==> config.mk <==
export PLATFORM = sky130hd
export DESIGN_NAME = annexb_nal_unit_splitter
export DESIGN_NICKNAME = d
export VERILOG_FILES = /design/src/rtl/core/nalspl_pkg.sv /design/src/rtl/core/annexb_nal_unit_splitter.sv /design/src/rtl/core/nalspl_step.sv /design/src/rtl/core/nalspl_obuf.sv
export SDC_FILE = /design/constraint.sdc
export NUM_CORES = 1
export LEC_CHECK = 0
export BUFFER_PORTS_ARGS = -buffer_cell sky130_fd_sc_hd__buf_4
export CORE_ASPECT_RATIO = 2
export CORE_MARGIN = 1
export CORE_UTILIZATION = 54
export DETAILED_ROUTE_END_ITERATION = 16
export HOLD_SLACK_MARGIN = 0.08
export PLACE_DENSITY = 0.76
export SYNTH_ARGS = -nofsm -noshare
export SYNTH_HDL_FRONTEND = slang
export SYNTH_HIERARCHICAL = 1
export SYNTH_SLANG_ARGS = --single-unit
==> constraint.sdc <==
create_clock -name clock -period 4.2 [get_ports clock]
set_input_delay 0.63 -clock clock [delete_from_list [all_inputs] [get_ports clock]]
set_output_delay 0.63 -clock clock [all_outputs]
set_load 0.05 [all_outputs]
==> src/rtl/core/nalspl_pkg.sv <==
`timescale 1ns / 1ps

package nalspl_pkg;

   localparam int unsigned ByteWidth = 8;
   localparam int unsigned RunWidth  = 16;
   localparam int unsigned TypeWidth = 6;
   localparam int unsigned TypeCount = 64;

   localparam logic [ByteWidth-1:0] ByteZero  = 8'h00;
   localparam logic [ByteWidth-1:0] ByteOne   = 8'h01;
   localparam logic [RunWidth-1:0]  RunMax    = 16'hFFFF;
   localparam logic [ByteWidth-1:0] AvcMask   = 8'h1F;
   localparam logic [ByteWidth-1:0] HevcMask  = 8'h3F;

   typedef struct packed {
      logic [ByteWidth-1:0] stream_byte;
      logic                 buffer_end;
   } req_word_type;

   typedef struct packed {
      logic                 has_byte;
      logic [RunWidth-1:0]  zeros_before;
      logic [ByteWidth-1:0] out_byte;
      logic [TypeWidth-1:0] unit_type;
      logic                 unit_begin;
      logic                 unit_end;
   } rsp_word_type;

   function automatic logic [TypeWidth-1:0] type_of(input logic hevc,
                                                    input logic [ByteWidth-1:0] b);
      logic [ByteWidth-1:0] t;
      begin
         if (hevc) begin
            t = (b >> 1) & HevcMask;
         end else begin
            t = b & AvcMask;
         end
         type_of = t[TypeWidth-1:0];
      end
   endfunction

endpackage

==> src/rtl/core/annexb_nal_unit_splitter.sv <==
`timescale 1ns / 1ps

// Annex-B NAL unit splitter. Takes one stream byte per word and emits at most one
// result word per byte: 00 00 01 start codes split the stream, the first byte after a
// start code gives the unit type (csr_write_data = 1 selects the H.265 header layout),
// and only the first non-empty unit of each type per buffer is passed on. A byte is held
// in the input register, then the parse logic updates the stream state and fills the
// output register, so the block sustains one byte per cycle while rsp_stall is low.
// Write the mode only while the block is idle.
module annexb_nal_unit_splitter (
   input  logic                     clock,
   input  logic                     reset,
   input  logic                     csr_write_enable,
   input  logic                     csr_write_data,
   input  logic                     req_valid,
   output logic                     req_stall,
   input  nalspl_pkg::req_word_type req_word,
   output logic                     rsp_valid,
   input  logic                     rsp_stall,
   output nalspl_pkg::rsp_word_type rsp_word
);
   import nalspl_pkg::*;

   logic         hevc_mode_ff;
   logic         in_valid_ff;
   req_word_type in_word_ff;
   logic         advance;
   logic         out_free;
   logic         step_valid;
   rsp_word_type step_word;

   assign advance   = in_valid_ff && out_free;
   assign req_stall = in_valid_ff && !out_free;

   always_ff @(posedge clock) begin
      if (reset) begin
         hevc_mode_ff <= 1'b0;
      end else if (csr_write_enable) begin
         hevc_mode_ff <= csr_write_data;
      end
   end

   always_ff @(posedge clock) begin
      if (reset) begin
         in_valid_ff <= 1'b0;
      end else if (req_valid && !req_stall) begin
         in_valid_ff <= 1'b1;
      end else if (advance) begin
         in_valid_ff <= 1'b0;
      end
   end

   always_ff @(posedge clock) begin
      if (req_valid && !req_stall) begin
         in_word_ff <= req_word;
      end
   end

   nalspl_step u_step (
      .clock        (clock),
      .reset        (reset),
      .hevc_mode    (hevc_mode_ff),
      .fire         (advance),
      .word         (in_word_ff),
      .result_valid (step_valid),
      .result       (step_word)
   );

   nalspl_obuf u_obuf (
      .clock     (clock),
      .reset     (reset),
      .load      (advance && step_valid),
      .load_word (step_word),
      .rsp_valid (rsp_valid),
      .rsp_stall (rsp_stall),
      .rsp_word  (rsp_word),
      .free      (out_free)
   );

endmodule

==> src/rtl/core/nalspl_step.sv <==
`timescale 1ns / 1ps

module nalspl_step (
   input  logic                    clock,
   input  logic                    reset,
   input  logic                    hevc_mode,
   input  logic                    fire,
   input  nalspl_pkg::req_word_type word,
   output logic                    result_valid,
   output nalspl_pkg::rsp_word_type result
);
   import nalspl_pkg::*;

   logic [RunWidth-1:0]  zero_run_ff, zero_run_in;
   logic                 inside_unit_ff, inside_unit_in;
   logic                 await_header_ff, await_header_in;
   logic                 keep_unit_ff, keep_unit_in;
   logic                 begin_pending_ff, begin_pending_in;
   logic [TypeWidth-1:0] current_type_ff, current_type_in;
   logic [TypeCount-1:0] types_seen_ff, types_seen_in;

   logic [ByteWidth-1:0] b;
   logic                 last;
   logic                 sync_hit;
   logic [RunWidth-1:0]  run_inc;
   logic                 keep_next;

   assign b        = word.stream_byte;
   assign last     = word.buffer_end;
   assign sync_hit = (b == ByteOne) && (zero_run_ff >= RunWidth'(2));
   assign run_inc  = (zero_run_ff == RunMax) ? zero_run_ff : zero_run_ff + RunWidth'(1);

   always_comb begin
      zero_run_in      = zero_run_ff;
      inside_unit_in   = inside_unit_ff;
      await_header_in  = await_header_ff;
      keep_unit_in     = keep_unit_ff;
      begin_pending_in = begin_pending_ff;
      current_type_in  = current_type_ff;
      types_seen_in    = types_seen_ff;
      keep_next        = keep_unit_ff;
      result_valid     = 1'b0;
      result           = '0;

      if (sync_hit) begin
         if (inside_unit_ff && !await_header_ff && keep_unit_ff) begin
            result_valid      = 1'b1;
            result.unit_type  = current_type_ff;
            result.unit_end   = 1'b1;
         end
         inside_unit_in   = 1'b1;
         await_header_in  = 1'b1;
         begin_pending_in = 1'b1;
         keep_unit_in     = 1'b0;
         zero_run_in      = '0;
      end else if (!inside_unit_ff) begin
         zero_run_in = (b == ByteZero) ? run_inc : '0;
      end else if ((b == ByteZero) && !last) begin
         if (await_header_ff && (zero_run_ff == '0)) begin
            current_type_in = '0;
         end
         zero_run_in = run_inc;
      end else begin
         if (await_header_ff) begin
            if (zero_run_ff == '0) begin
               current_type_in = type_of(hevc_mode, b);
            end
            keep_next       = !types_seen_ff[current_type_in];
            keep_unit_in    = keep_next;
            types_seen_in   = types_seen_ff | (TypeCount'(1) << current_type_in);
            await_header_in = 1'b0;
         end
         if (keep_next) begin
            result_valid        = 1'b1;
            result.has_byte     = 1'b1;
            result.zeros_before = zero_run_ff;
            result.out_byte     = b;
            result.unit_type    = current_type_in;
            result.unit_begin   = begin_pending_ff;
            result.unit_end     = last;
            begin_pending_in    = 1'b0;
         end
         zero_run_in = '0;
      end

      if (last) begin
         zero_run_in      = '0;
         inside_unit_in   = 1'b0;
         await_header_in  = 1'b0;
         keep_unit_in     = 1'b0;
         begin_pending_in = 1'b0;
         current_type_in  = '0;
         types_seen_in    = '0;
      end
   end

   always_ff @(posedge clock) begin
      if (reset) begin
         zero_run_ff      <= '0;
         inside_unit_ff   <= 1'b0;
         await_header_ff  <= 1'b0;
         keep_unit_ff     <= 1'b0;
         begin_pending_ff <= 1'b0;
         current_type_ff  <= '0;
         types_seen_ff    <= '0;
      end else if (fire) begin
         zero_run_ff      <= zero_run_in;
         inside_unit_ff   <= inside_unit_in;
         await_header_ff  <= await_header_in;
         keep_unit_ff     <= keep_unit_in;
         begin_pending_ff <= begin_pending_in;
         current_type_ff  <= current_type_in;
         types_seen_ff    <= types_seen_in;
      end
   end

   a_begin_has_byte: assert property (@(posedge clock) disable iff (reset)
      fire && result_valid && result.unit_begin |-> result.has_byte)
      else $error("unit begin without payload byte");

   a_close_only: assert property (@(posedge clock) disable iff (reset)
      fire && result_valid && !result.has_byte |->
         result.unit_end && !result.unit_begin && (result.zeros_before == '0))
      else $error("bad close word");

   a_buffer_clear: assert property (@(posedge clock) disable iff (reset)
      fire && word.buffer_end |=>
         (types_seen_ff == '0) && !inside_unit_ff && (zero_run_ff == '0))
      else $error("state not cleared at buffer end");

   a_seen_current: assert property (@(posedge clock) disable iff (reset)
      fire && result_valid && result.has_byte |-> types_seen_in[result.unit_type] || last)
      else $error("emitted type missing from seen map");

endmodule

==> src/rtl/core/nalspl_obuf.sv <==
`timescale 1ns / 1ps

module nalspl_obuf (
   input  logic                     clock,
   input  logic                     reset,
   input  logic                     load,
   input  nalspl_pkg::rsp_word_type load_word,
   output logic                     rsp_valid,
   input  logic                     rsp_stall,
   output nalspl_pkg::rsp_word_type rsp_word,
   output logic                     free
);
   import nalspl_pkg::*;

   logic         valid_ff;
   rsp_word_type word_ff;

   assign free      = !valid_ff || !rsp_stall;
   assign rsp_valid = valid_ff;
   assign rsp_word  = word_ff;

   always_ff @(posedge clock) begin
      if (reset) begin
         valid_ff <= 1'b0;
      end else if (load) begin
         valid_ff <= 1'b1;
      end else if (!rsp_stall) begin
         valid_ff <= 1'b0;
      end
   end

   always_ff @(posedge clock) begin
      if (load) begin
         word_ff <= load_word;
      end
   end

endmodule
==> metrics.md, run 1 <==
| Metric | Value |
|---|---|
| Number of slew-limit violations in the final report | 0 |
| Critical R2R Launch | u_step/zero_run_ff[12] |
| Data arrival time of the critical path | 4.13 ns |
| Internal power consumption | 2.50 mW |
| Post-synthesis instance area | 6200 um^2 |
| Total area of multi-input combinational cells | 2850 um^2 |
| Cell variety after synth | 62 |
| Register area share after synthesis | 0.504 |
| Area overhead of the layout relative to synthesis | 21.5% |
| Synthesized netlist net count | 687 |
| Full die area | 11,900 um^2 |
| Cell Chain, Critical Path | nor4_1, buf_4, and4_4, buf_4, mux2_2, a221oi_2, o21ai_0, a31oi_1, o311a_2, a211oi_4, nor3_2, or2_1, and3_1, buf_4 |
| Placement row count | 55 |
| Chip Width | 77.8 um |
| Period minus WS final | 4.02 ns |
| Via count of the first global-routing pass | 5,705 |
| Asr flop ratio synth | 0 |
| Cell area after layout | 7530 um^2 |
| Starting utilization of the core area | 0.553 |
| Clock transition at path regs | 0.06 ns |
| Largest stage delay on the critical path | 0.41 ns |
| Peak Freq | 0.249 GHz |
| Highest-delay cell along the critical path | sky130_fd_sc_hd__mux2_2 |
| Combined global-route utilization of all metal layers | 0.339 |
| DR WL/cell | 21.9 um |
| Slew HR | 0.471 |
| Clock Skew | 0.00844 ns |
| Cell count after synthesis | 669 |
| Maximum vdd ir drop | 323 uV |
| Required time reported for the critical path endpoint | 4.31 ns |
| Total power per unit cell area | 435 nW/um^2 |
| Setup repair after global routing missed its margin | false |
| Reported net switching power | 0.775 mW |
| Result of the run | finished, final reports clean |
| Top flip-flop cell by instance count after synthesis | sky130_fd_sc_hd__dfxtp_1 |
| CTS H-tree depth | 4 |
| Count of nets after finishing | 763 |
| Critical Path End Type | flip-flop |
| Worst Tran Pin Value | 0.790 ns |
| Clk sink count | 135 |
| Input/output buffers | 49 |
| TritonCTS Buffers | 17 |
| Area occupied by registers | 3120 um^2 |
| Total via count in the routed design | 5,576 |
| Hold WC Path Type | input pin to flip-flop |
| Total number of yosys warnings | 6 |
| Post-synth EDFFs | 42 |
| Final setup viols | 0 |
| Clock insertion delay at the later pin of the skew report | 0.41 ns |
| Relative contribution of sequential cells to total power | 0.417 |
| Final antenna-violating net count | 0 |
| Antenna violations before repair | 0 |
| Final hold violations | 0 |
| Avg Inst Size Synth | 9.27 um^2 |
| Final Wtd Congestion | 0.977 |
| Drt via density | 6.20 |
| Static leakage power | 3.10 nW |
| WS Path Type | flip-flop to flip-flop |
| First-pass GRT wire length | 29,900 um |
| Largest fanout on the critical path | 11 |
| Share of cells above drive strength 1 | 0.187 |
| Floorplan Core Area | 11,200 um^2 |
| Clock network power share | 0.489 |
| Number of antenna cells inserted | 0 |
| CTS tree | built |
| Placed cell areas | 6870 um^2 |
| 1st-pass router iterations | 8 |
| Switching Fraction | 0.237 |
| Max-cap violations | 0 |
| Source of the worst hold timing path | req_word[2] |
| Combinational share of power | 0.093 |
| Buffer count from post-CTS setup fixing | 0 |
| Critical Path Most Common Cell | sky130_fd_sc_hd__buf_4 |
| Wire length reported by the detailed router | 19,700 um |
| # DRC | 0 |
| Crit start category | flip-flop |
| Fill count | 912 |
| Crit. Startpoint | u_step/zero_run_ff[12] |
| Post-synthesis sequential element count | 135 |
| Largest net degree at the start of global routing | 65 |
| First-iteration detailed-routing DRC count | 444 |
| Total congestion overflow after global routing | 0 |
| Share of the clock period used by the worst path after layout | 0.957 |
| Top-level port count | 50 |
| Clock tree root driver cell | sky130_fd_sc_hd__clkbuf_16 |
| Die height | 154 um |
| Maximum buffer depth of the clock tree | 2 |
| Utilization after layout | 0.672 |
| Estimated wirelength of the detail-placed design | 14,700 um |
[cell usage in the layout, fill, tap and decap left out, types with 5 or more instances in the layout]
| cell type | instances |
|---|---|
| sky130_fd_sc_hd__a22oi_1 | 6 |
| sky130_fd_sc_hd__nand2_1 | 44 |
| sky130_fd_sc_hd__dfxtp_1 | 93 |
| sky130_fd_sc_hd__a221oi_1 | 5 |
| sky130_fd_sc_hd__mux2i_1 | 21 |
| sky130_fd_sc_hd__a31oi_1 | 5 |
| sky130_fd_sc_hd__nor2b_1 | 6 |
| sky130_fd_sc_hd__nor4_1 | 5 |
| sky130_fd_sc_hd__buf_4 | 84 |
| sky130_fd_sc_hd__nor3_1 | 7 |
| sky130_fd_sc_hd__inv_1 | 17 |
| sky130_fd_sc_hd__and3_1 | 33 |
| sky130_fd_sc_hd__o21ai_0 | 17 |
| sky130_fd_sc_hd__a21o_1 | 10 |
| sky130_fd_sc_hd__xor2_1 | 7 |
| sky130_fd_sc_hd__o22ai_1 | 6 |
| sky130_fd_sc_hd__nand3_1 | 19 |
| sky130_fd_sc_hd__mux2_2 | 5 |
| sky130_fd_sc_hd__edfxtp_1 | 42 |
| sky130_fd_sc_hd__a211oi_1 | 8 |
| sky130_fd_sc_hd__nor2_1 | 122 |
| sky130_fd_sc_hd__a21oi_1 | 87 |
| sky130_fd_sc_hd__and2_1 | 11 |
| sky130_fd_sc_hd__clkbuf_16 | 19 |
[state kept, by name, indices dropped and copies added, names as in the netlist]
| register | count |
|---|---|
| in_valid_ff | 1 |
| u_obuf/rsp_valid | 1 |
| u_step/begin_pending_ff | 1 |
| u_step/keep_unit_ff | 1 |
| u_step/zero_run_ff | 16 |
| u_obuf/rsp_word | 33 |
| in_word_ff | 9 |
| u_step/current_type_ff | 6 |
| hevc_mode_ff | 1 |
| u_step/types_seen_ff | 64 |
| u_step/inside_unit_ff | 1 |
| u_step/await_header_ff | 1 |
[stage by stage]
stage | instances | TNS (ns) | hold slack, ns | power (mW) | setup slack [ns]
CTS | 900 | 0 | 0.378 | 3.28 | 0.00437
global placement | 868 | 0 | 0.455 | 1.69 | 0.0399
floorplan | 669 | 0 | 0.436 | 1.57 | 0.0131
finish | 900 | 0 | 0.392 | 3.28 | 0.181
global route | 900 | 0 | 0.373 | 3.36 | 0.0240
detailed placement | 868 | -1.23 | 0.458 | 1.69 | -0.0531
[power groups by stage]
| stage | sequential, mW | combinational [mW] | clock [mW] |
|---|---|---|---|
| floorplan | 1.38 | 0.188 | 0 |
| global placement | 1.39 | 0.293 | 0 |
| detailed placement | 1.39 | 0.295 | 0 |
| CTS | 1.37 | 0.297 | 1.62 |
| global route | 1.37 | 0.319 | 1.67 |
| finish | 1.37 | 0.306 | 1.60 |
[cells by family after synthesis]
kind of cell	after synthesis	share of synthesized area
AOI/OAI and AO/OA	177	0.184
xor gates and xnor gates	10	0.0141
adders and majority gates	3	0.00605
buffers and inverters	46	0.0391
DFF	135	0.504
muxes	28	0.0476
and+or+nand+nor	270	0.206
[Yosys cell counts, types with 4 or more instances]
| cell | count | area (um^2) |
|---|---|---|
| sky130_fd_sc_hd__buf_6 | 5 | 56.3 |
| sky130_fd_sc_hd__nor2b_1 | 6 | 37.5 |
| sky130_fd_sc_hd__edfxtp_1 | 42 | 1260 |
| sky130_fd_sc_hd__mux2_2 | 5 | 56.3 |
| sky130_fd_sc_hd__o31ai_1 | 4 | 30.0 |
| sky130_fd_sc_hd__and3_1 | 33 | 206 |
| sky130_fd_sc_hd__buf_4 | 4 | 30.0 |
| sky130_fd_sc_hd__nand4_1 | 4 | 25.0 |
| sky130_fd_sc_hd__and2_1 | 11 | 68.8 |
| sky130_fd_sc_hd__o22ai_1 | 6 | 37.5 |
| sky130_fd_sc_hd__a21oi_1 | 87 | 435 |
| sky130_fd_sc_hd__a32oi_1 | 4 | 35.0 |
| sky130_fd_sc_hd__nand2_1 | 44 | 165 |
| sky130_fd_sc_hd__a31oi_1 | 5 | 31.3 |
| sky130_fd_sc_hd__nor2_1 | 122 | 458 |
| sky130_fd_sc_hd__nand3_1 | 19 | 95.1 |
| sky130_fd_sc_hd__mux2i_1 | 21 | 210 |
| sky130_fd_sc_hd__a211oi_1 | 8 | 60.1 |
| sky130_fd_sc_hd__inv_1 | 17 | 63.8 |
| sky130_fd_sc_hd__nor3_1 | 7 | 35.0 |
| sky130_fd_sc_hd__a21o_1 | 10 | 75.1 |
| sky130_fd_sc_hd__xor2_1 | 7 | 61.3 |
| sky130_fd_sc_hd__nor4_1 | 6 | 37.5 |
| sky130_fd_sc_hd__dfxtp_1 | 93 | 1860 |
| sky130_fd_sc_hd__a22oi_1 | 6 | 45.0 |
| sky130_fd_sc_hd__o21ai_0 | 17 | 85.1 |
| sky130_fd_sc_hd__a221oi_1 | 5 | 43.8 |
| sky130_fd_sc_hd__clkbuf_1 | 18 | 67.6 |
[final cells by class]
type,instances,area share
flip-flops and latches,135,0.415
multi-input cells,488,0.378
repair buffers,86,0.0890
clock buffers,23,0.0678
well taps,142,0.0236
clock inverters,9,0.0183
inverters,17,0.00847
[metal layers]
layer	wire length, um	vias up	GRT usage
li1	-	2562	-
met1	6470	2696	0.302
met2	10900	235	0.644
met3	778	83	0.0641
met4	1490	0	0.259
met5	0	-	0
[timing repair]
item | in CTS | in global routing
hold buffers | 0 | 0
gates resized for setup | 1 | 3
endpoints found under the setup margin | 34 | 34
[path summary, 6_finish.rpt]
check	endpoint	slack [ns]	depth (start not counted)
setup / recovery	u_obuf/rsp_word[3]	0.18	14
hold / removal	in_word_ff[2]	0.39	1
hold reg to reg	u_step/types_seen_ff[19]	0.47	2
setup reg to reg	u_obuf/rsp_word[3]	0.18	14
[worst max-delay path, delay by kind of cell, from the launching register on]
| kind | cells | cell delay [ns] |
|---|---|---|
| AO/OA/AOI/OAI | 5 | 1.07 |
| buffers and inverters | 3 | 0.64 |
| flip-flops | 1 | 0.36 |
| multiplexers | 1 | 0.41 |
| AND/OR/NAND/NOR | 5 | 1.24 |
Note: power is estimated with default switching activity, not from simulation.
==> run 2: changes to the inputs <==
- CORE_UTILIZATION: 54 -> 43
- PLACE_DENSITY: 0.76 -> default
==> run 2 against run 1 <==
Compared with the run above: register-to-register slack barely moved; via count fell by 2.7%; wire length fell by 7.6%; final area fell by 0.17%; global-route usage fell by 8.4 points; count of clock-buffer cells in the layout fell by 4; critical path type unchanged; largest cell class unchanged.
==> metrics.md, run 2 (same netlist as run 1, synthesis figures left out) <==
| Metric | Value |
|---|---|
| Result of the run | finished, final reports clean |
| Full die area | 14,900 um^2 |
| Final Wtd Congestion | 0.927 |
| Number of instances on the worst hold path | 1 |
| Number of slew-limit violations in the final report | 0 |
| Crit start category | flip-flop |
| Critical Path End Type | flip-flop |
| Cell area after layout | 7520 um^2 |
| Wire length reported by the detailed router | 18,200 um |
| Die height | 172 um |
| Critical Path Sink | u_obuf/rsp_word[24] |
| Chip Width | 86.9 um |
| Clk sink count | 135 |
| Starting utilization of the core area | 0.444 |
| Total Power | 3.19 mW |
| Clock insertion delay at the later pin of the skew report | 0.41 ns |
| Clock tree root driver cell | sky130_fd_sc_hd__clkbuf_16 |
| Total congestion overflow after global routing | 0 |
| Hold WC Path Type | input pin to flip-flop |
| Placed cell areas | 6900 um^2 |
| Top-level port count | 50 |
| Worst setup margin | 0.194 ns |
| Area overhead of the layout relative to synthesis | 21.3% |
| Total area of multi-input combinational cells | 2860 um^2 |
| Area occupied by registers | 3120 um^2 |
| Crit. Startpoint | u_step/zero_run_ff[0] |
| Largest net degree at the start of global routing | 40 |
| Peak Freq | 0.250 GHz |
| Slew HR | 0.429 |
| Antenna violations before repair | 0 |
| Clock transition at path regs | 0.06 ns |
| Number of antenna cells inserted | 0 |
| First-pass GRT wire length | 28,000 um |
| Final setup viols | 0 |
| 1st-pass router iterations | 7 |
| GR met2 Demand/Resource | 0.476 |
| DR WL/cell | 19.3 um |
| Fill count | 1,268 |
| Max reg flops | 64 |
| Maximum vdd ir drop | 273 uV |
| Buffer count from post-CTS setup fixing | 0 |
| Estimated wirelength of the detail-placed design | 13,600 um |
| Clock Skew | 0.00870 ns |
| GRT Max-Usage Layer | met2 |
| Pre-CTS setup slack | 0.190 ns |
| First-iteration detailed-routing DRC count | 332 |
| CTS tree | built |
| Floorplan Core Area | 14,000 um^2 |
| Period minus WS final | 4.01 ns |
| Via count of the first global-routing pass | 5,268 |
| Commonest cells after routing, fill and taps aside | 122 x sky130_fd_sc_hd__nor2_1, 93 x sky130_fd_sc_hd__dfxtp_1, 87 x sky130_fd_sc_hd__a21oi_1 |
| Share of cells above drive strength 1 | 0.184 |
| # DRC | 0 |
| Data arrival time of the critical path | 4.13 ns |
| Capture point of the worst reg-to-reg path | u_obuf/rsp_word[24] |
| Share of the clock period used by the worst path after layout | 0.954 |
| Final hold violations | 0 |
| CTS H-tree depth | 4 |
| Total power per unit cell area | 424 nW/um^2 |
| Critical R2R Launch | u_step/zero_run_ff[0] |
| Required time reported for the critical path endpoint | 4.32 ns |
| Static leakage power | 3.05 nW |
| Largest fanout on the critical path | 20 |
| Worst Tran Pin Value | 0.855 ns |
| WS Path Type | flip-flop to flip-flop |
| Met1 track demand over resource in global routing | 0.243 |
| Final antenna-violating net count | 0 |
| Global-route met3 utilization | 0.0355 |
| Input/output buffers | 49 |
| Most flop-heavy register | u_step/types_seen_ff |
| Commonest non-fill, non-tap cell in the layout | sky130_fd_sc_hd__nor2_1 |
| Number of cells traversed by the worst register-to-register path | 16 |
| Maximum buffer depth of the clock tree | 2 |
| Placement row count | 61 |
| Count of nets after finishing | 757 |
| Worst R2R Setup Slack | 0.19 ns |
| Drt via density | 5.76 |
| CTS Hold Buffers Added | 0 |
| TritonCTS Buffers | 17 |
| Combined global-route utilization of all metal layers | 0.254 |
| Total via count in the routed design | 5,423 |
| Max-cap violations | 0 |
==> run 2: cell types whose count changed in the layout (fill, tap and decap cells not counted), sizes merged <==
cell / before / now
buf: 86 / 80
clkbuf: 23 / 19
inv: 18 / 22
clkinv: 4 / 3
clkinvlp: 1 / 2
==> run 2: through the flow <==
stage	hold slack, ns	TNS [ns]	util	instances
finish	0.392	0	0.538	941
global route	0.376	-0.0225	0.538	941
CTS	0.380	0	0.537	941
detailed placement	0.454	0	0.494	909
global placement	0.450	0	0.494	909
floorplan	0.436	0	-	669
==> run 2: worst min path at each step <==
stage	to	start	slack, ns
6_report	in_word_ff[5]	req_word[5]	0.39
3_5_place_dp	u_step/types_seen_ff[60]	u_step/types_seen_ff[60]	0.45
3_3_place_gp	u_step/types_seen_ff[19]	u_step/types_seen_ff[19]	0.45
2_1_floorplan	u_step/types_seen_ff[0]	u_step/types_seen_ff[0]	0.44
5_1_grt	in_word_ff[5]	req_word[5]	0.38
4_1_cts	in_word_ff[5]	req_word[5]	0.38
==> run 2: area by class of cell <==
type                    count  area share
flip-flops and latches    135       0.415
multi-input cells         488       0.380
repair buffers             80      0.0848
clock buffers              19      0.0576
well taps                 189      0.0314
clock inverters            13      0.0223
inverters                  17     0.00848
==> run 2: timing repair <==
item	4_1_cts	5_1_grt
setup endpoints to repair	0	33
resized for setup	0	4
endpoints found under the hold margin	0	0
==> run 2: routing by layer <==
layer | wire (um) | share of wire | up-vias
met1 | 6310 | 0.35 | 2597
met3 | 643 | 0.035 | 69
li1 | - | - | 2557
met2 | 9800 | 0.54 | 200
met4 | 1420 | 0.078 | 0
met5 | 0 | 0 | -
==> run 2: where the power goes <==
| part | switching (mW) | internal, mW | total, mW | leakage, nW |
|---|---|---|---|---|
| Combinational | 0.187 | 0.105 | 0.292 | 1.54 |
| Sequential | 0.0145 | 1.35 | 1.36 | 1.22 |
| Clock | 0.588 | 0.943 | 1.53 | 0.289 |
==> run 2: critical path: stages, from the launching register on <==
cell                       delay, ns
sky130_fd_sc_hd__dfxtp_1        0.33
sky130_fd_sc_hd__inv_1          0.13
sky130_fd_sc_hd__ha_1           0.18
sky130_fd_sc_hd__nor3b_1        0.25
sky130_fd_sc_hd__and4_2         0.31
sky130_fd_sc_hd__buf_12         0.18
sky130_fd_sc_hd__buf_4          0.21
sky130_fd_sc_hd__mux2_4         0.34
sky130_fd_sc_hd__a221oi_1       0.43
sky130_fd_sc_hd__a32oi_1        0.17
sky130_fd_sc_hd__nand3_1        0.12
sky130_fd_sc_hd__o311a_2        0.22
sky130_fd_sc_hd__a211oi_4       0.05
sky130_fd_sc_hd__nor3_2         0.20
sky130_fd_sc_hd__or2_1          0.11
sky130_fd_sc_hd__and3_1         0.27
sky130_fd_sc_hd__buf_12         0.19
==> run 3: changes to the inputs <==
- ABC_AREA: default -> 1
- CORE_MARGIN: 1 -> default
==> run 3 against run 2 <==
Compared with the run above: final cell count grew 14%; worst setup slack better by 0.22 ns; combinational power shrank 9.9%; sequential share of layout area increased by 0.14 points; core utilization down 1.6 points; power decreased by 3.2%; global-route usage down 1.9 points; worst hold slack lost 0.0056 ns; largest power group unchanged.
==> metrics.md, run 3 <==
| Metric | Value |
|---|---|
| Antenna violations before repair | 0 |
| Critical Path Most Common Cell | sky130_fd_sc_hd__nand2_1 |
| Most repeated cell in the gate-level netlist after synthesis | sky130_fd_sc_hd__nand2_1 |
| Slew HR | 0.549 |
| Asr flop ratio synth | 0 |
| Floorplan Core Area | 14,400 um^2 |
| Avg Inst Size Synth | 7.72 um^2 |
| Proportion of netlist area held by the largest area contributor | 0.294 |
| Static leakage power | 2.91 nW |
| Input/output buffers | 49 |
| Most flop-heavy register | u_step/types_seen_ff |
| Commonest non-fill, non-tap cell in the layout | sky130_fd_sc_hd__nand2_1 |
| Final setup viols | 0 |
| Result of the run | finished, final reports clean |
| Max reg flops | 64 |
| Critical Path Sink | u_obuf/rsp_word[23] |
| Commonest cells after routing, fill and taps aside | 199 x sky130_fd_sc_hd__nand2_1, 93 x sky130_fd_sc_hd__dfxtp_1, 91 x sky130_fd_sc_hd__nor2_1 |
| Setup TNS | 0 ns |
| Critical R2R Launch | u_step/zero_run_ff[1] |
| CTS H-tree depth | 4 |
| Clock Skew | 0.0111 ns |
| Total number of yosys warnings | 6 |
| Post-synthesis sequential element count | 135 |
| Max-cap violations | 0 |
| Placement row count | 62 |
| Required time reported for the critical path endpoint | 4.27 ns |
| Synthesized netlist net count | 838 |
| Biggest area contributors in the synthesized netlist | sky130_fd_sc_hd__dfxtp_1 29%, sky130_fd_sc_hd__edfxtp_1 20%, sky130_fd_sc_hd__nand2_1 12% |
| 1st-pass router iterations | 5 |
| Highest-delay cell along the critical path | sky130_fd_sc_hd__buf_4 |
| Chip Width | 87.8 um |
| First-iteration detailed-routing DRC count | 309 |
| Cell count after synthesis | 820 |
| Final Wtd Congestion | 0.887 |
| Maximum buffer depth of the clock tree | 2 |
| # DRC | 0 |
| DR WL/cell | 15.8 um |
| Crit. Startpoint | u_step/zero_run_ff[1] |
| First-pass GRT wire length | 27,200 um |
| Period minus WS final | 3.78 ns |
| Starting utilization of the core area | 0.441 |
| Post-synth EDFFs | 42 |
| Clock tree root driver cell | sky130_fd_sc_hd__clkbuf_16 |
| Placed cell areas | 6890 um^2 |
| Total via count in the routed design | 5,698 |
| Total congestion overflow after global routing | 0 |
| Number of cells traversed by the worst register-to-register path | 22 |
| Largest net degree at the start of global routing | 43 |
| Critical Path End Type | flip-flop |
| Estimated wirelength of the detail-placed design | 12,200 um |
| CTS tree | built |
| Die height | 174 um |
| Capture point of the worst reg-to-reg path | u_obuf/rsp_word[23] |
| Clk sink count | 135 |
| Number of cells upsized or downsized after cts | 0 |
| Total power per unit cell area | 412 nW/um^2 |
| Cell variety after synth | 38 |
| Final antenna-violating net count | 0 |
| Worst R2R Setup Slack | 0.42 ns |
| WS Path Type | flip-flop to flip-flop |
| Post-synthesis instance area | 6330 um^2 |
| Register area share after synthesis | 0.493 |
| Full die area | 15,200 um^2 |
| Top flip-flop cell by instance count after synthesis | sky130_fd_sc_hd__dfxtp_1 |
| Cell area after layout | 7500 um^2 |
| Worst Tran Pin Value | 0.675 ns |
| Drt via density | 5.31 |
| Crit start category | flip-flop |
| Count of nets after finishing | 886 |
| Largest fanout on the critical path | 34 |
| Via count of the first global-routing pass | 5,655 |
| Area overhead of the layout relative to synthesis | 18.4% |
| Share of the clock period used by the worst path after layout | 0.901 |
| Cell Chain, Critical Path | inv_1, ha_1, nand2_1, nor2_2, nand2_1, nand2_1, o21ai_2, inv_1, buf_4, nand3_1, nand3_1, nand3_1, nand3_1, nand2_1, nand2_1, nand2_2, inv_4, nand3_4, nand2_1, inv_1, nor2_2, buf_4 |
| Peak Freq | 0.264 GHz |
| Maximum vdd ir drop | 269 uV |
| Share of cells above drive strength 1 | 0.153 |
| Largest stage delay on the critical path | 0.37 ns |
| Number of slew-limit violations in the final report | 0 |
| Top-level port count | 50 |
| Clock insertion delay at the later pin of the skew report | 0.42 ns |
| Combined global-route utilization of all metal layers | 0.235 |
| Final hold violations | 0 |
| Number of antenna cells inserted | 0 |
| Hold WC Path Type | input pin to flip-flop |
| Wire length reported by the detailed router | 16,900 um |
| Setup repair after global routing missed its margin | false |
| TritonCTS Buffers | 17 |
| Top post-synthesis cells by count | 199 x sky130_fd_sc_hd__nand2_1, 93 x sky130_fd_sc_hd__dfxtp_1, 92 x sky130_fd_sc_hd__nor2_1, 86 x sky130_fd_sc_hd__a21oi_1, 67 x sky130_fd_sc_hd__inv_1 |
| Clock transition at path regs | 0.06 ns |
| Total Power | 3.09 mW |
| Cell accounting for the most synthesized area | sky130_fd_sc_hd__dfxtp_1 |
| Data arrival time of the critical path | 3.85 ns |
==> run 3: worst min path at each step <==
stage / from / endpoint / slack, ns / depth (start not counted)
6_report: req_word[0] / in_word_ff[0] / 0.39 / 1
5_1_grt: req_word[0] / in_word_ff[0] / 0.37 / 1
4_1_cts: req_word[0] / in_word_ff[0] / 0.37 / 1
3_5_place_dp: u_step/types_seen_ff[51] / u_step/types_seen_ff[51] / 0.45 / 2
3_3_place_gp: u_step/types_seen_ff[21] / u_step/types_seen_ff[21] / 0.44 / 2
2_1_floorplan: u_step/types_seen_ff[19] / u_step/types_seen_ff[19] / 0.43 / 2
==> run 3: power by group <==
group / internal, mW / switching (mW)
clock: 0.879 / 0.584
sequential: 1.35 / 0.0105
combinational: 0.0664 / 0.196
==> run 3: what timing repair did <==
item / CTS / global route
hold buffers: 0 / 0
setup endpoints to repair: 0 / 34
setup buffers: 0 / 3
==> run 3: layout make-up <==
cell class,instances,area (um^2)
flip-flops and latches,135,3120
well taps,192,240
repair buffers,66,508
clock inverters,14,151
inverters,73,279
multi-input cells,575,2770
fillers,1368,6860
clock buffers,18,429
==> run 3: metrics by stage <==
stage / util / setup slack [ns] / instances / hold slack, ns
final: 0.522 / 0.415 / 1073 / 0.386
after global routing: 0.522 / 0.0593 / 1073 / 0.370
after CTS: 0.521 / 0.329 / 1070 / 0.370
after detailed placement: 0.480 / 0.351 / 1038 / 0.447
after global placement: 0.480 / 0.354 / 1038 / 0.443
after floorplan: - / 0.439 / 820 / 0.431
==> run 3: kinds of logic (layout without fill, tap and decap cells) <==
kind of cell    after synthesis  after routing  synth area share
buf+inv                     110            171            0.0725
compound gates              130            130             0.108
flops                       135            135             0.493
simple gates                440            440             0.317
fa+ha+maj                     3              3           0.00593
xor+xnor                      2              2           0.00277
==> run 3: metal layers <==
layer	global-route usage	up-vias	part of all wire
met4	0.128	0	0.035
met5	0	-	0
met2	0.445	162	0.56
li1	-	2824	-
met1	0.235	2680	0.37
met3	0.0348	32	0.031
==> run 3: worst max-delay path: cells and delay by family, from the launching register on <==
| kind | cells | cell delay, ns |
|---|---|---|
| and+or+nand+nor | 14 | 1.52 |
| buffers and inverters | 6 | 1.29 |
| DFF | 1 | 0.34 |
| adders and majority gates | 1 | 0.18 |
| AOI/OAI and AO/OA | 1 | 0.07 |
